**config.mk**
```make
export PLATFORM = sky130hd
export DESIGN_NAME = thermistor_rtd_linearizer_top
export DESIGN_NICKNAME = d
export VERILOG_FILES = /design/src/rtl/trl_pkg.sv /design/src/rtl/trl_seg_find.sv /design/src/rtl/trl_div.sv /design/src/rtl/trl_scale.sv /design/src/rtl/thermistor_rtd_linearizer_top.sv
export SDC_FILE = /design/constraint.sdc
export NUM_CORES = 2
export LEC_CHECK = 0
export BUFFER_PORTS_ARGS = -buffer_cell sky130_fd_sc_hd__buf_2
export CORE_ASPECT_RATIO = 2
export CORE_MARGIN = 2
export CORE_UTILIZATION = 35
export DETAILED_ROUTE_END_ITERATION = 12
export GPL_ROUTABILITY_DRIVEN = 1
export SLEW_MARGIN = 5
export SYNTH_ARGS = -nofsm -noshare
export SYNTH_HDL_FRONTEND = slang
export SYNTH_SLANG_ARGS = --single-unit
```
**constraint.sdc**
```tcl
create_clock -name aclk -period 13.13 [get_ports aclk]
set_input_delay 3.939 -clock aclk [delete_from_list [all_inputs] [get_ports aclk]]
set_output_delay 3.939 -clock aclk [all_outputs]
set_load 0.05 [all_outputs]
```
**src/rtl/trl_pkg.sv**
```systemverilog
// Shared types, sizes, breakpoint tables and limits for the thermistor/RTD linearizer.
// Depends on nothing; every other rtl file refers to it by scoped names.
`default_nettype none

package trl_pkg;

    // Word fields
    localparam int CODE_W = 4;
    localparam int RAW_W  = 12;
    localparam int TEMP_W = 20;
    localparam int STAT_W = 2;

    // Stream widths: fields padded up to whole bytes
    localparam int S_TDATA_W = ((RAW_W + 7) / 8) * 8;
    localparam int M_TDATA_W = ((TEMP_W + 7) / 8) * 8;

    // Table geometry
    localparam int THERM_SEGMENTS = 16;
    localparam int RTD_SEGMENTS   = 50;
    localparam int THERM_TABLES   = 4;
    localparam int MAX_SEGMENTS   = (RTD_SEGMENTS > THERM_SEGMENTS) ?
                                    RTD_SEGMENTS : THERM_SEGMENTS;
    localparam int ROW_W = $clog2(THERM_TABLES);
    localparam int TI_W  = $clog2(THERM_SEGMENTS + 1);
    localparam int RI_W  = $clog2(RTD_SEGMENTS + 1);
    localparam int SEG_W = $clog2(MAX_SEGMENTS + 1);

    // Interpolation arithmetic
    localparam int STEP_SCALE  = 100;
    localparam int QUO_W       = $clog2(STEP_SCALE + 1);
    localparam int NUM_W       = RAW_W + QUO_W;
    localparam int POS_W       = $clog2(MAX_SEGMENTS * STEP_SCALE + 1);
    localparam int UNIT_W      = 8;
    localparam int PROD_W      = UNIT_W + POS_W;
    // deg_per_seg is a multiple of 125 mdeg: deg*pos/100 == units*pos*5/4
    localparam int GRAIN_NUM   = 5;
    localparam int GRAIN_SHIFT = 2;
    localparam int SCL_W       = PROD_W + 3;
    localparam int SUM_W       = SCL_W + 1;

    // Status codes
    localparam logic [STAT_W-1:0] ST_OK   = 2'd0;
    localparam logic [STAT_W-1:0] ST_LOW  = 2'd1;
    localparam logic [STAT_W-1:0] ST_HIGH = 2'd2;
    localparam logic [STAT_W-1:0] ST_BAD  = 2'd3;

    // Sensor range codes
    localparam logic [CODE_W-1:0] CODE_THERM_FIRST = 4'd1;
    localparam logic [CODE_W-1:0] CODE_THERM_LAST  = 4'd8;
    localparam logic [CODE_W-1:0] CODE_RTD_C       = 4'd9;
    localparam logic [CODE_W-1:0] CODE_RTD_F       = 4'd10;

    // Overall output range
    localparam logic signed [TEMP_W-1:0] TEMP_MIN = -20'sd200000;
    localparam logic signed [TEMP_W-1:0] TEMP_MAX = 20'sd302000;

    // Thermistor breakpoints, descending ADC counts
    localparam logic [RAW_W-1:0] THERM_TAB [THERM_TABLES][THERM_SEGMENTS+1] = '{
        '{3728, 3376, 2864, 2256, 1648, 1136, 768, 512, 336, 224, 160, 112,
          80, 64, 48, 32, 16},
        '{3975, 3879, 3720, 3476, 3110, 2747, 2303, 1864, 1464, 1140, 866, 660,
          516, 393, 312, 250, 203},
        '{3728, 3440, 3040, 2560, 2032, 1536, 1120, 800, 560, 400, 288, 208,
          144, 112, 80, 64, 48},
        '{3932, 3816, 3640, 3394, 3075, 2700, 2289, 1881, 1512, 1196, 950, 738,
          577, 456, 365, 306, 248}
    };

    // PT1000 breakpoints, ascending ADC counts
    localparam logic [RAW_W-1:0] RTD_TAB [RTD_SEGMENTS+1] = '{
        461, 537, 609, 683, 758, 829, 900, 971, 1043, 1113,
        1183, 1256, 1327, 1392, 1464, 1532, 1601, 1668, 1739, 1805,
        1872, 1940, 2006, 2076, 2140, 2209, 2276, 2344, 2407, 2474,
        2540, 2607, 2672, 2737, 2804, 2866, 2934, 2997, 3058, 3126,
        3188, 3250, 3315, 3382, 3441, 3504, 3566, 3629, 3693, 3752,
        3813
    };

    // Per-code tables, indexed by the raw code; invalid codes hold zero.
    // Degrees per segment in units of 125 mdeg.
    localparam logic [UNIT_W-1:0] DEG_UNITS [16] = '{
        0, 95, 171, 80, 144, 80, 144, 80, 144, 80, 144, 0, 0, 0, 0, 0
    };

    localparam logic signed [TEMP_W-1:0] LIM_LO [16] = '{
        0, -40000, -40000, -40000, -40000, -40000, -40000, -40000, -40000,
        -200000, -200000, 0, 0, 0, 0, 0
    };

    localparam logic signed [TEMP_W-1:0] LIM_HI [16] = '{
        0, 150000, 302000, 120000, 248000, 120000, 248000, 120000, 248000,
        300000, 300000, 0, 0, 0, 0, 0
    };

    typedef struct packed {
        logic [CODE_W-1:0] code;
        logic [STAT_W-1:0] status;
        logic [SEG_W-1:0]  seg;
    } side_t;

    typedef struct packed {
        side_t            side;
        logic [RAW_W-1:0] delta;
        logic [RAW_W-1:0] span;
    } seg_word_t;

    typedef struct packed {
        side_t            side;
        logic [QUO_W-1:0] quo;
    } quo_word_t;

    function automatic logic is_therm(input logic [CODE_W-1:0] code);
        return (code >= CODE_THERM_FIRST) && (code <= CODE_THERM_LAST);
    endfunction

    function automatic logic is_rtd(input logic [CODE_W-1:0] code);
        return (code == CODE_RTD_C) || (code == CODE_RTD_F);
    endfunction

    // Codes 1,2 -> table 0; 3,4 -> 1; 5,6 -> 2; 7,8 -> 3
    function automatic logic [ROW_W-1:0] therm_row(input logic [CODE_W-1:0] code);
        logic [CODE_W-1:0] cm1;
        cm1 = code - CODE_THERM_FIRST;
        return cm1[ROW_W:1];
    endfunction

endpackage

`default_nettype wire

```
**src/rtl/trl_seg_find.sv**
```systemverilog
// Two pipeline stages: breakpoint compares to pick the segment, then table fetch for
// distance and span within that segment. Uses trl_pkg.
`default_nettype none

module trl_seg_find (
    input  logic                     aclk,
    input  logic                     aresetn,
    input  logic                     in_valid,
    output logic                     in_ready,
    input  logic [trl_pkg::CODE_W-1:0] in_code,
    input  logic [trl_pkg::RAW_W-1:0]  in_raw,
    output logic                     out_valid,
    input  logic                     out_ready,
    output trl_pkg::seg_word_t       out_word
);

    // Stage A: compares
    logic                          a_valid_reg;
    logic [trl_pkg::CODE_W-1:0]    a_code_reg;
    logic [trl_pkg::RAW_W-1:0]     a_raw_reg;
    logic [trl_pkg::STAT_W-1:0]    a_status_reg;
    logic [trl_pkg::SEG_W-1:0]     a_seg_reg;
    logic [trl_pkg::STAT_W-1:0]    a_status_next;
    logic [trl_pkg::SEG_W-1:0]     a_seg_next;
    logic                          a_ready;

    // Stage B: fetch
    logic                          b_valid_reg;
    trl_pkg::seg_word_t            b_word_reg;
    trl_pkg::seg_word_t            b_word_next;
    logic                          b_ready;

    assign b_ready  = !b_valid_reg || out_ready;
    assign a_ready  = !a_valid_reg || b_ready;
    assign in_ready = a_ready;

    always_comb begin
        logic [trl_pkg::ROW_W-1:0] row;
        logic [trl_pkg::SEG_W-1:0] t_seg;
        logic [trl_pkg::SEG_W-1:0] r_seg;
        row   = trl_pkg::therm_row(in_code);
        t_seg = '0;
        r_seg = '0;
        // descending table: last breakpoint still above the sample
        for (int k = 1; k < trl_pkg::THERM_SEGMENTS; k++) begin
            if (in_raw < trl_pkg::THERM_TAB[row][k]) begin
                t_seg = trl_pkg::SEG_W'(k);
            end
        end
        // ascending table: last breakpoint still below the sample
        for (int k = 1; k < trl_pkg::RTD_SEGMENTS; k++) begin
            if (in_raw > trl_pkg::RTD_TAB[k]) begin
                r_seg = trl_pkg::SEG_W'(k);
            end
        end
        a_seg_next    = '0;
        a_status_next = trl_pkg::ST_OK;
        if (trl_pkg::is_therm(in_code)) begin
            if (in_raw <= trl_pkg::THERM_TAB[row][trl_pkg::THERM_SEGMENTS]) begin
                a_status_next = trl_pkg::ST_HIGH;
            end else if (in_raw >= trl_pkg::THERM_TAB[row][0]) begin
                a_status_next = trl_pkg::ST_LOW;
            end else begin
                a_seg_next = t_seg;
            end
        end else if (trl_pkg::is_rtd(in_code)) begin
            if (in_raw <= trl_pkg::RTD_TAB[0]) begin
                a_status_next = trl_pkg::ST_LOW;
            end else if (in_raw >= trl_pkg::RTD_TAB[trl_pkg::RTD_SEGMENTS]) begin
                a_status_next = trl_pkg::ST_HIGH;
            end else begin
                a_seg_next = r_seg;
            end
        end else begin
            a_status_next = trl_pkg::ST_BAD;
        end
    end

    always_ff @(posedge aclk) begin
        if (!aresetn) begin
            a_valid_reg <= 1'b0;
        end else if (a_ready) begin
            a_valid_reg <= in_valid;
        end
    end

    always_ff @(posedge aclk) begin
        if (a_ready && in_valid) begin
            a_code_reg   <= in_code;
            a_raw_reg    <= in_raw;
            a_status_reg <= a_status_next;
            a_seg_reg    <= a_seg_next;
        end
    end

    always_comb begin
        logic [trl_pkg::ROW_W-1:0] row;
        logic [trl_pkg::TI_W-1:0]  ti;
        logic [trl_pkg::TI_W-1:0]  ti1;
        logic [trl_pkg::RI_W-1:0]  ri;
        logic [trl_pkg::RI_W-1:0]  ri1;
        logic [trl_pkg::RAW_W-1:0] p0;
        logic [trl_pkg::RAW_W-1:0] p1;
        row = trl_pkg::therm_row(a_code_reg);
        ti  = a_seg_reg[trl_pkg::TI_W-1:0];
        ti1 = ti + 1'b1;
        ri  = a_seg_reg[trl_pkg::RI_W-1:0];
        ri1 = ri + 1'b1;
        b_word_next.side.code   = a_code_reg;
        b_word_next.side.status = a_status_reg;
        b_word_next.side.seg    = a_seg_reg;
        if (trl_pkg::is_rtd(a_code_reg)) begin
            p0 = trl_pkg::RTD_TAB[ri];
            p1 = trl_pkg::RTD_TAB[ri1];
            b_word_next.delta = a_raw_reg - p0;
            b_word_next.span  = p1 - p0;
        end else begin
            p0 = trl_pkg::THERM_TAB[row][ti];
            p1 = trl_pkg::THERM_TAB[row][ti1];
            b_word_next.delta = p0 - a_raw_reg;
            b_word_next.span  = p0 - p1;
        end
    end

    always_ff @(posedge aclk) begin
        if (!aresetn) begin
            b_valid_reg <= 1'b0;
        end else if (b_ready) begin
            b_valid_reg <= a_valid_reg;
        end
    end

    always_ff @(posedge aclk) begin
        if (b_ready && a_valid_reg) begin
            b_word_reg <= b_word_next;
        end
    end

    assign out_valid = b_valid_reg;
    assign out_word  = b_word_reg;

endmodule

`default_nettype wire

```
**src/rtl/trl_div.sv**
```systemverilog
// Pipelined restoring divider: (delta*100)/span, one quotient bit per stage.
// Carries the side fields alongside. Uses trl_pkg.
`default_nettype none

module trl_div (
    input  logic               aclk,
    input  logic               aresetn,
    input  logic               in_valid,
    output logic               in_ready,
    input  trl_pkg::seg_word_t in_word,
    output logic               out_valid,
    input  logic               out_ready,
    output trl_pkg::quo_word_t out_word
);

    localparam int NST = trl_pkg::QUO_W;

    logic                          v_reg    [0:NST];
    logic [trl_pkg::NUM_W-1:0]     rem_reg  [0:NST];
    logic [trl_pkg::RAW_W-1:0]     span_reg [0:NST];
    logic [trl_pkg::QUO_W-1:0]     q_reg    [0:NST];
    logic                          zero_reg [0:NST];
    trl_pkg::side_t                side_reg [0:NST];
    logic                          rdy      [0:NST+1];
    logic [trl_pkg::NUM_W-1:0]     trial    [1:NST];
    logic                          take     [1:NST];

    always_comb begin
        rdy[NST+1] = out_ready;
        for (int k = NST; k >= 0; k--) begin
            rdy[k] = !v_reg[k] || rdy[k+1];
        end
    end

    assign in_ready = rdy[0];

    // trial divisor for stage j is span shifted to quotient bit NST-j
    always_comb begin
        for (int j = 1; j <= NST; j++) begin
            trial[j] = trl_pkg::NUM_W'(span_reg[j-1]) << (NST - j);
            take[j]  = rem_reg[j-1] >= trial[j];
        end
    end

    always_ff @(posedge aclk) begin
        if (!aresetn) begin
            for (int k = 0; k <= NST; k++) begin
                v_reg[k] <= 1'b0;
            end
        end else begin
            if (rdy[0]) begin
                v_reg[0] <= in_valid;
            end
            for (int j = 1; j <= NST; j++) begin
                if (rdy[j]) begin
                    v_reg[j] <= v_reg[j-1];
                end
            end
        end
    end

    always_ff @(posedge aclk) begin
        if (rdy[0] && in_valid) begin
            rem_reg[0]  <= trl_pkg::NUM_W'(in_word.delta) *
                           trl_pkg::NUM_W'(trl_pkg::STEP_SCALE);
            span_reg[0] <= in_word.span;
            q_reg[0]    <= '0;
            zero_reg[0] <= (in_word.span == '0);
            side_reg[0] <= in_word.side;
        end
        for (int j = 1; j <= NST; j++) begin
            if (rdy[j] && v_reg[j-1]) begin
                rem_reg[j]  <= take[j] ? (rem_reg[j-1] - trial[j]) : rem_reg[j-1];
                q_reg[j]    <= q_reg[j-1] |
                               (take[j] ? (trl_pkg::QUO_W'(1) << (NST - j)) : '0);
                span_reg[j] <= span_reg[j-1];
                zero_reg[j] <= zero_reg[j-1];
                side_reg[j] <= side_reg[j-1];
            end
        end
    end

    // zero span: position is the segment start
    assign out_valid     = v_reg[NST];
    assign out_word.side = side_reg[NST];
    assign out_word.quo  = zero_reg[NST] ? '0 : q_reg[NST];

    a_quo_range: assert property (@(posedge aclk) disable iff (!aresetn)
        (out_valid && out_word.side.status == trl_pkg::ST_OK)
        |-> (out_word.quo <= trl_pkg::QUO_W'(trl_pkg::STEP_SCALE)))
        else $error("divider quotient above step scale");

endmodule

`default_nettype wire

```
**src/rtl/trl_scale.sv**
```systemverilog
// Three stages: segment position, scale by degrees per segment, add offset and clamp.
// Last stage is the output register. Uses trl_pkg.
`default_nettype none

module trl_scale (
    input  logic                         aclk,
    input  logic                         aresetn,
    input  logic                         in_valid,
    output logic                         in_ready,
    input  trl_pkg::quo_word_t           in_word,
    output logic                         out_valid,
    input  logic                         out_ready,
    output logic signed [trl_pkg::TEMP_W-1:0] out_temp,
    output logic [trl_pkg::STAT_W-1:0]   out_status
);

    logic                        p_valid_reg;
    trl_pkg::side_t              p_side_reg;
    logic [trl_pkg::POS_W-1:0]   p_pos_reg;
    logic                        m_valid_reg;
    trl_pkg::side_t              m_side_reg;
    logic [trl_pkg::PROD_W-1:0]  m_prod_reg;
    logic                        o_valid_reg;
    logic signed [trl_pkg::TEMP_W-1:0] o_temp_reg;
    logic signed [trl_pkg::TEMP_W-1:0] o_temp_next;
    logic [trl_pkg::STAT_W-1:0]  o_status_reg;
    logic [trl_pkg::STAT_W-1:0]  o_status_next;
    logic                        p_ready;
    logic                        m_ready;
    logic                        o_ready;

    assign o_ready  = !o_valid_reg || out_ready;
    assign m_ready  = !m_valid_reg || o_ready;
    assign p_ready  = !p_valid_reg || m_ready;
    assign in_ready = p_ready;

    always_ff @(posedge aclk) begin
        if (!aresetn) begin
            p_valid_reg <= 1'b0;
            m_valid_reg <= 1'b0;
            o_valid_reg <= 1'b0;
        end else begin
            if (p_ready) begin
                p_valid_reg <= in_valid;
            end
            if (m_ready) begin
                m_valid_reg <= p_valid_reg;
            end
            if (o_ready) begin
                o_valid_reg <= m_valid_reg;
            end
        end
    end

    // pos = seg*100 + quotient
    always_ff @(posedge aclk) begin
        if (p_ready && in_valid) begin
            p_side_reg <= in_word.side;
            p_pos_reg  <= trl_pkg::POS_W'(in_word.side.seg) *
                          trl_pkg::POS_W'(trl_pkg::STEP_SCALE) +
                          trl_pkg::POS_W'(in_word.quo);
        end
    end

    always_ff @(posedge aclk) begin
        if (m_ready && p_valid_reg) begin
            m_side_reg <= p_side_reg;
            m_prod_reg <= trl_pkg::PROD_W'(trl_pkg::DEG_UNITS[p_side_reg.code]) *
                          trl_pkg::PROD_W'(p_pos_reg);
        end
    end

    always_comb begin
        logic [trl_pkg::SCL_W-1:0]        scaled;
        logic signed [trl_pkg::SUM_W-1:0] lo_ext;
        logic signed [trl_pkg::SUM_W-1:0] hi_ext;
        logic signed [trl_pkg::SUM_W-1:0] sum;
        logic signed [trl_pkg::TEMP_W-1:0] lo;
        logic signed [trl_pkg::TEMP_W-1:0] hi;
        lo     = trl_pkg::LIM_LO[m_side_reg.code];
        hi     = trl_pkg::LIM_HI[m_side_reg.code];
        scaled = (trl_pkg::SCL_W'(m_prod_reg) * trl_pkg::SCL_W'(trl_pkg::GRAIN_NUM))
                 >> trl_pkg::GRAIN_SHIFT;
        lo_ext = trl_pkg::SUM_W'(lo);
        hi_ext = trl_pkg::SUM_W'(hi);
        sum    = $signed({1'b0, scaled}) + lo_ext;
        o_temp_next   = sum[trl_pkg::TEMP_W-1:0];
        o_status_next = m_side_reg.status;
        case (m_side_reg.status)
            trl_pkg::ST_BAD: begin
                o_temp_next = '0;
            end
            trl_pkg::ST_LOW: begin
                o_temp_next = lo;
            end
            trl_pkg::ST_HIGH: begin
                o_temp_next = hi;
            end
            default: begin
                if (sum > hi_ext) begin
                    o_temp_next   = hi;
                    o_status_next = trl_pkg::ST_HIGH;
                end else if (sum < lo_ext) begin
                    o_temp_next   = lo;
                    o_status_next = trl_pkg::ST_LOW;
                end
            end
        endcase
    end

    always_ff @(posedge aclk) begin
        if (o_ready && m_valid_reg) begin
            o_temp_reg   <= o_temp_next;
            o_status_reg <= o_status_next;
        end
    end

    assign out_valid  = o_valid_reg;
    assign out_temp   = o_temp_reg;
    assign out_status = o_status_reg;

endmodule

`default_nettype wire

```
**src/rtl/thermistor_rtd_linearizer_top.sv**
```systemverilog
// Top level of the thermistor/PT1000 linearizer: segment search, divider, scaling.
// Depends on trl_pkg, trl_seg_find, trl_div, trl_scale.
//
//  channel  | dir | tdata               | tuser
//  ---------+-----+---------------------+-----------------------
//  s_       | in  | [11:0] raw_sample   | [3:0] sensor_range
//  m_       | out | [19:0] temperature  | [1:0] status
//
// One word in and one word out per cycle, sustained while m_ does not stall. Stages:
// 2 for compare and table fetch, 1 for dist*100, 7 divider stages (one
// quotient bit each), 3 for position, scale and offset/clamp.
// Every stage has its own valid bit and ready; a stall on m_ fills bubbles
// first and only back-pressures s_ once every stage holds a word.
// aresetn is synchronous and clears the valid bits only.
`default_nettype none

module thermistor_rtd_linearizer_top (
    input  logic                            aclk,
    input  logic                            aresetn,
    input  logic                            s_tvalid,
    output logic                            s_tready,
    input  logic [trl_pkg::S_TDATA_W-1:0]   s_tdata,   // [11:0] raw_sample
    input  logic [trl_pkg::CODE_W-1:0]      s_tuser,   // [3:0] sensor_range
    output logic                            m_tvalid,
    input  logic                            m_tready,
    output logic [trl_pkg::M_TDATA_W-1:0]   m_tdata,   // [19:0] temperature
    output logic [trl_pkg::STAT_W-1:0]      m_tuser    // [1:0] status
);

    logic               sf_valid;
    logic               sf_ready;
    trl_pkg::seg_word_t sf_word;
    logic               dv_valid;
    logic               dv_ready;
    trl_pkg::quo_word_t dv_word;
    logic signed [trl_pkg::TEMP_W-1:0] temp;

    // Stages 1-2: pick segment, fetch its endpoints
    trl_seg_find u_seg_find (
        .aclk      (aclk),
        .aresetn   (aresetn),
        .in_valid  (s_tvalid),
        .in_ready  (s_tready),
        .in_code   (s_tuser),
        .in_raw    (s_tdata[trl_pkg::RAW_W-1:0]),
        .out_valid (sf_valid),
        .out_ready (sf_ready),
        .out_word  (sf_word)
    );

    // Stages 3-10: fractional position within the segment, 0..100
    trl_div u_div (
        .aclk      (aclk),
        .aresetn   (aresetn),
        .in_valid  (sf_valid),
        .in_ready  (sf_ready),
        .in_word   (sf_word),
        .out_valid (dv_valid),
        .out_ready (dv_ready),
        .out_word  (dv_word)
    );

    // Stages 11-13: temperature, saturation, output register
    trl_scale u_scale (
        .aclk       (aclk),
        .aresetn    (aresetn),
        .in_valid   (dv_valid),
        .in_ready   (dv_ready),
        .in_word    (dv_word),
        .out_valid  (m_tvalid),
        .out_ready  (m_tready),
        .out_temp   (temp),
        .out_status (m_tuser)
    );

    assign m_tdata = {{(trl_pkg::M_TDATA_W - trl_pkg::TEMP_W){1'b0}}, temp};

    // invalid code always reads zero
    a_bad_zero: assert property (@(posedge aclk) disable iff (!aresetn)
        (m_tvalid && m_tuser == trl_pkg::ST_BAD) |-> (temp == '0))
        else $error("invalid range word with nonzero temperature");

    // any valid word stays inside the overall sensor span
    a_temp_span: assert property (@(posedge aclk) disable iff (!aresetn)
        (m_tvalid && m_tuser != trl_pkg::ST_BAD)
        |-> (temp >= trl_pkg::TEMP_MIN && temp <= trl_pkg::TEMP_MAX))
        else $error("temperature outside sensor span");

    // empty output stage means the pipe can take a word
    a_no_false_stall: assert property (@(posedge aclk) disable iff (!aresetn)
        !m_tvalid |-> s_tready)
        else $error("input stalled with output stage empty");

endmodule

`default_nettype wire
```
==> summary.md <==
| Metric | Value |
|---|---|
| Outcome | complete, no violations |
| Starting Density | 35.2% |
| Startpoint types | input port |
| Number of gates resized after cts | 0 |
| Area contributors post-synth | edfxtp_1, ha_1, fa_1, a21oi_1, inv_1 |
| Hold Fails Final Rpt | 0 |
| Synth cell types | 101 |
| Fmax | 92.1 MHz |
| Area share of the largest cell type after synthesis | 38.2% |
| Vias in the first global route | ~28k |
| Antenna Nets Post-Route | 0 |
| Core ar. | 0.106 mm² |
| # Post-CTS Setup Buffers | 0 |
| Area Overhead vs Synth | 9.03% |
| CP max FO | 8 |
| Switching portion of total power | 32.1% |
| Comb power frac | 29.8% |
| Final worst path period share | 82.7% |
| Leakage | about 0.016 µW |
| Port Buffers | 43 |
| Antenna violations before repair | 1 |
| Final min period | 10860 ps |
| YS warnings | 0 |
| Worst Setup Path Type | in -> out |
| Max Slew Vio Count | 0 |
| CTS Buf Count | 46 |
| Top FF cell, synth | edfxtp_1 |
| Seq/Total Area, Yosys | 38.5% |
| Most common cell in the netlist | edfxtp_1 |
| GRT Overall Usage | around 16% |
| Final WL | 88400 µm |
| Clock Latency Late Sink | roughly 600 ps |
| Slew headroom | 19.1% |
| Hold Path Class | reg -> reg |
| Mapped Area | 0.0371 mm² |
| Fillers | 10.3k |
| Vias | 28.1k |
| CTS tree | built |
| Worst slew pin tran | 1210 ps |
| Post-Synthesis Cells | 3829 |
| Max reg flops | 120 |
| Layout cells sized above 1 | 6.42% |
| Setup violations, final | 0 |
| Iteration count of the initial detailed-routing pass | 5 |
| IO Count | between 50 and 60 |
| Synth async-reset ratio | 0% |
| H-tree Lvls | 2 |
| Largest net degree at the start of global routing | 79 |
| Die Ht | around 460 µm |
| Worst Setup End Kind | output port |
| Clk_skew | 38.2 ps |
| Max Root-Sink Buffers | 3 |
| Reg power frac | 39.5% |
| Crit path DAT | 6920 ps |
| Clock root buffer | clkbuf_16 |
| Max_cap viols | 0 |
| Synth Register Bits | 477 |
| Gr ovfl total | 0 |
| Final-stage net count | about 4.4k |
| CP Data Required Time | ~9000 ps |
| RSZ-0062 raised after global routing | false |
| Die area | roughly 0.11 mm² |
| GP Congestion | 0.893 |
| Clock sink count | 477 |
| Top cell type by total area after synthesis | edfxtp_1 |
| Clock transition at the registers of the reported paths | approximately 70 ps |
| Layout Utilization | 38.4% |
| Post-detail-place hpwl | 67600 µm |
| Peak supply drop | around 0.000085 V |
| DR iter-0 viols | 2043 |
| P per Cell Area | 112 mW/mm² |
| Total negative slack | 0 ps |
| Residual DRC | 0 |
| Std cell rows | 169 |
| Pint | 3080 µW |
| Post-CTS Hold Buffers | 0 |
| Post-Synthesis Mean Instance Area | 9.69 µm² |
| Switching Power | about 1500 µW |
| Clock power share | 30.7% |
| Wire per inst | around 17 µm |
| DR vias/cell | 5.38 |
| First-pass GRT wire length | approximately 140000 µm |
| Antenna Cells | 0 |
| Post-synth EDFFs | 472 |
| Die X | 234 µm |
| Post-synth top cells | edfxtp_1, ha_1, inv_1 |
## cell families after synthesis
logic type / count (synthesis) / synth area share (%)
multiplexers: 38 / 1.24
AO/OA/AOI/OAI: 1035 / 17.5
AND/OR/NAND/NOR: 1055 / 13.8
XOR/XNOR: 167 / 3.96
flip-flops: 477 / 38.5
buffers and inverters: 527 / 5.46
adder cells (fa/ha/maj): 529 / 19.6
other: 1 / 0.0101
## worst max-delay path, stage by stage
cell and delay, ps:
buf_2 100, nor2b_1 360, and3_1 340, and3_1 280, and2_1 440, nand3_1 160
nor2_1 510, nand3_1 160, nor2_1 140, buf_4 190, nand2_1 80, buf_2 220
## cell usage in the layout (no fill, tap or decap), types with 23 or more instances in the layout
cell / Yosys / layout
o211ai_1: 27 / 27
nand4_1: 27 / 27
a21oi_1: 281 / 280
o21a_1: 44 / 44
nand2b_1: 63 / 63
a21o_1: 66 / 66
o21bai_1: 29 / 29
ha_1: 441 / 441
o21ai_0: 274 / 274
nor2b_1: 71 / 66
and2_1: 49 / 48
a31oi_1: 44 / 41
nand3_1: 57 / 57
clkbuf_16: 0 / 46
buf_4: 5 / 40
edfxtp_1: 472 / 472
nor3_1: 72 / 72
inv_1: 370 / 370
a211oi_1: 42 / 42
nor2_1: 274 / 274
o31ai_1: 23 / 23
xor2_1: 67 / 66
a21boi_0: 35 / 32
or2_2: 23 / 23
xnor2_1: 99 / 98
fa_1: 87 / 87
nor4_1: 31 / 30
buf_2: 11 / 43
nand2_1: 302 / 302
## power groups by stage
stage / sequential (µW) / clock (µW) / combinational [µW]
after floorplan: 1800 / 0 / 1020
after global placement: 1820 / 0 / 1310
after detailed placement: 1820 / 0 / 1330
after CTS: 1790 / 1430 / 1340
after global routing: 1790 / 1490 / 1510
final: 1790 / 1390 / 1350
## layout make-up
type / instances / area [µm²] / area share [%]
clock buffer: 48 / 1160 / 2.86
clock inverter: 36 / 467 / 1.15
sequential: 477 / 14300 / 35.3
tap: 1368 / 1710 / 4.23
inverter: 373 / 1400 / 3.46
timing repair buffer: 83 / 515 / 1.27
multi-input combinational: 2828 / 20900 / 51.7
## metal layers
layer | GRT usage [%] | part of all wire, % | vias to the layer above
met5 | 0 | 0 | -
li1 | - | - | 13729
met4 | 5.81 | 3.6 | 0
met3 | 1.61 | 4.1 | 174
met1 | 20.1 | 42 | 13439
met2 | 28.5 | 50 | 714
## worst paths after layout
| path | startpoint | endpoint | slack (ps) | cells past startpoint |
|---|---|---|---|---|
| hold reg to reg | u_div.side_reg[0][35]$_DFFE_PP_ | u_div.side_reg[0][47]$_DFFE_PP_ | 390 | 0 |
| setup / recovery | m_tready | s_tready | 2270 | 12 |
| hold / removal | u_div.side_reg[0][35]$_DFFE_PP_ | u_div.side_reg[0][47]$_DFFE_PP_ | 390 | 0 |
| setup reg to reg | u_scale.m_prod_reg[3]$_DFFE_PP_ | u_scale.out_temp[18]$_DFFE_PP_ | 5390 | 29 |
## stage by stage
| stage | power [µW] | instance area (µm²) | worst slack, ps | hold slack, ps | instances |
|---|---|---|---|---|---|
| after floorplan | 2820 | 37100 | 3280 | 400 | 3832 |
| after global placement | 3140 | 38800 | 2300 | 400 | 5129 |
| after detailed placement | 3150 | 38800 | 2320 | 405 | 5129 |
| after CTS | 4560 | 40500 | 2280 | 388 | 5213 |
| after global routing | 4790 | 40500 | 2010 | 393 | 5213 |
| final | 4530 | 40500 | 2270 | 389 | 5213 |
Note: power is estimated with default switching activity, not from simulation.
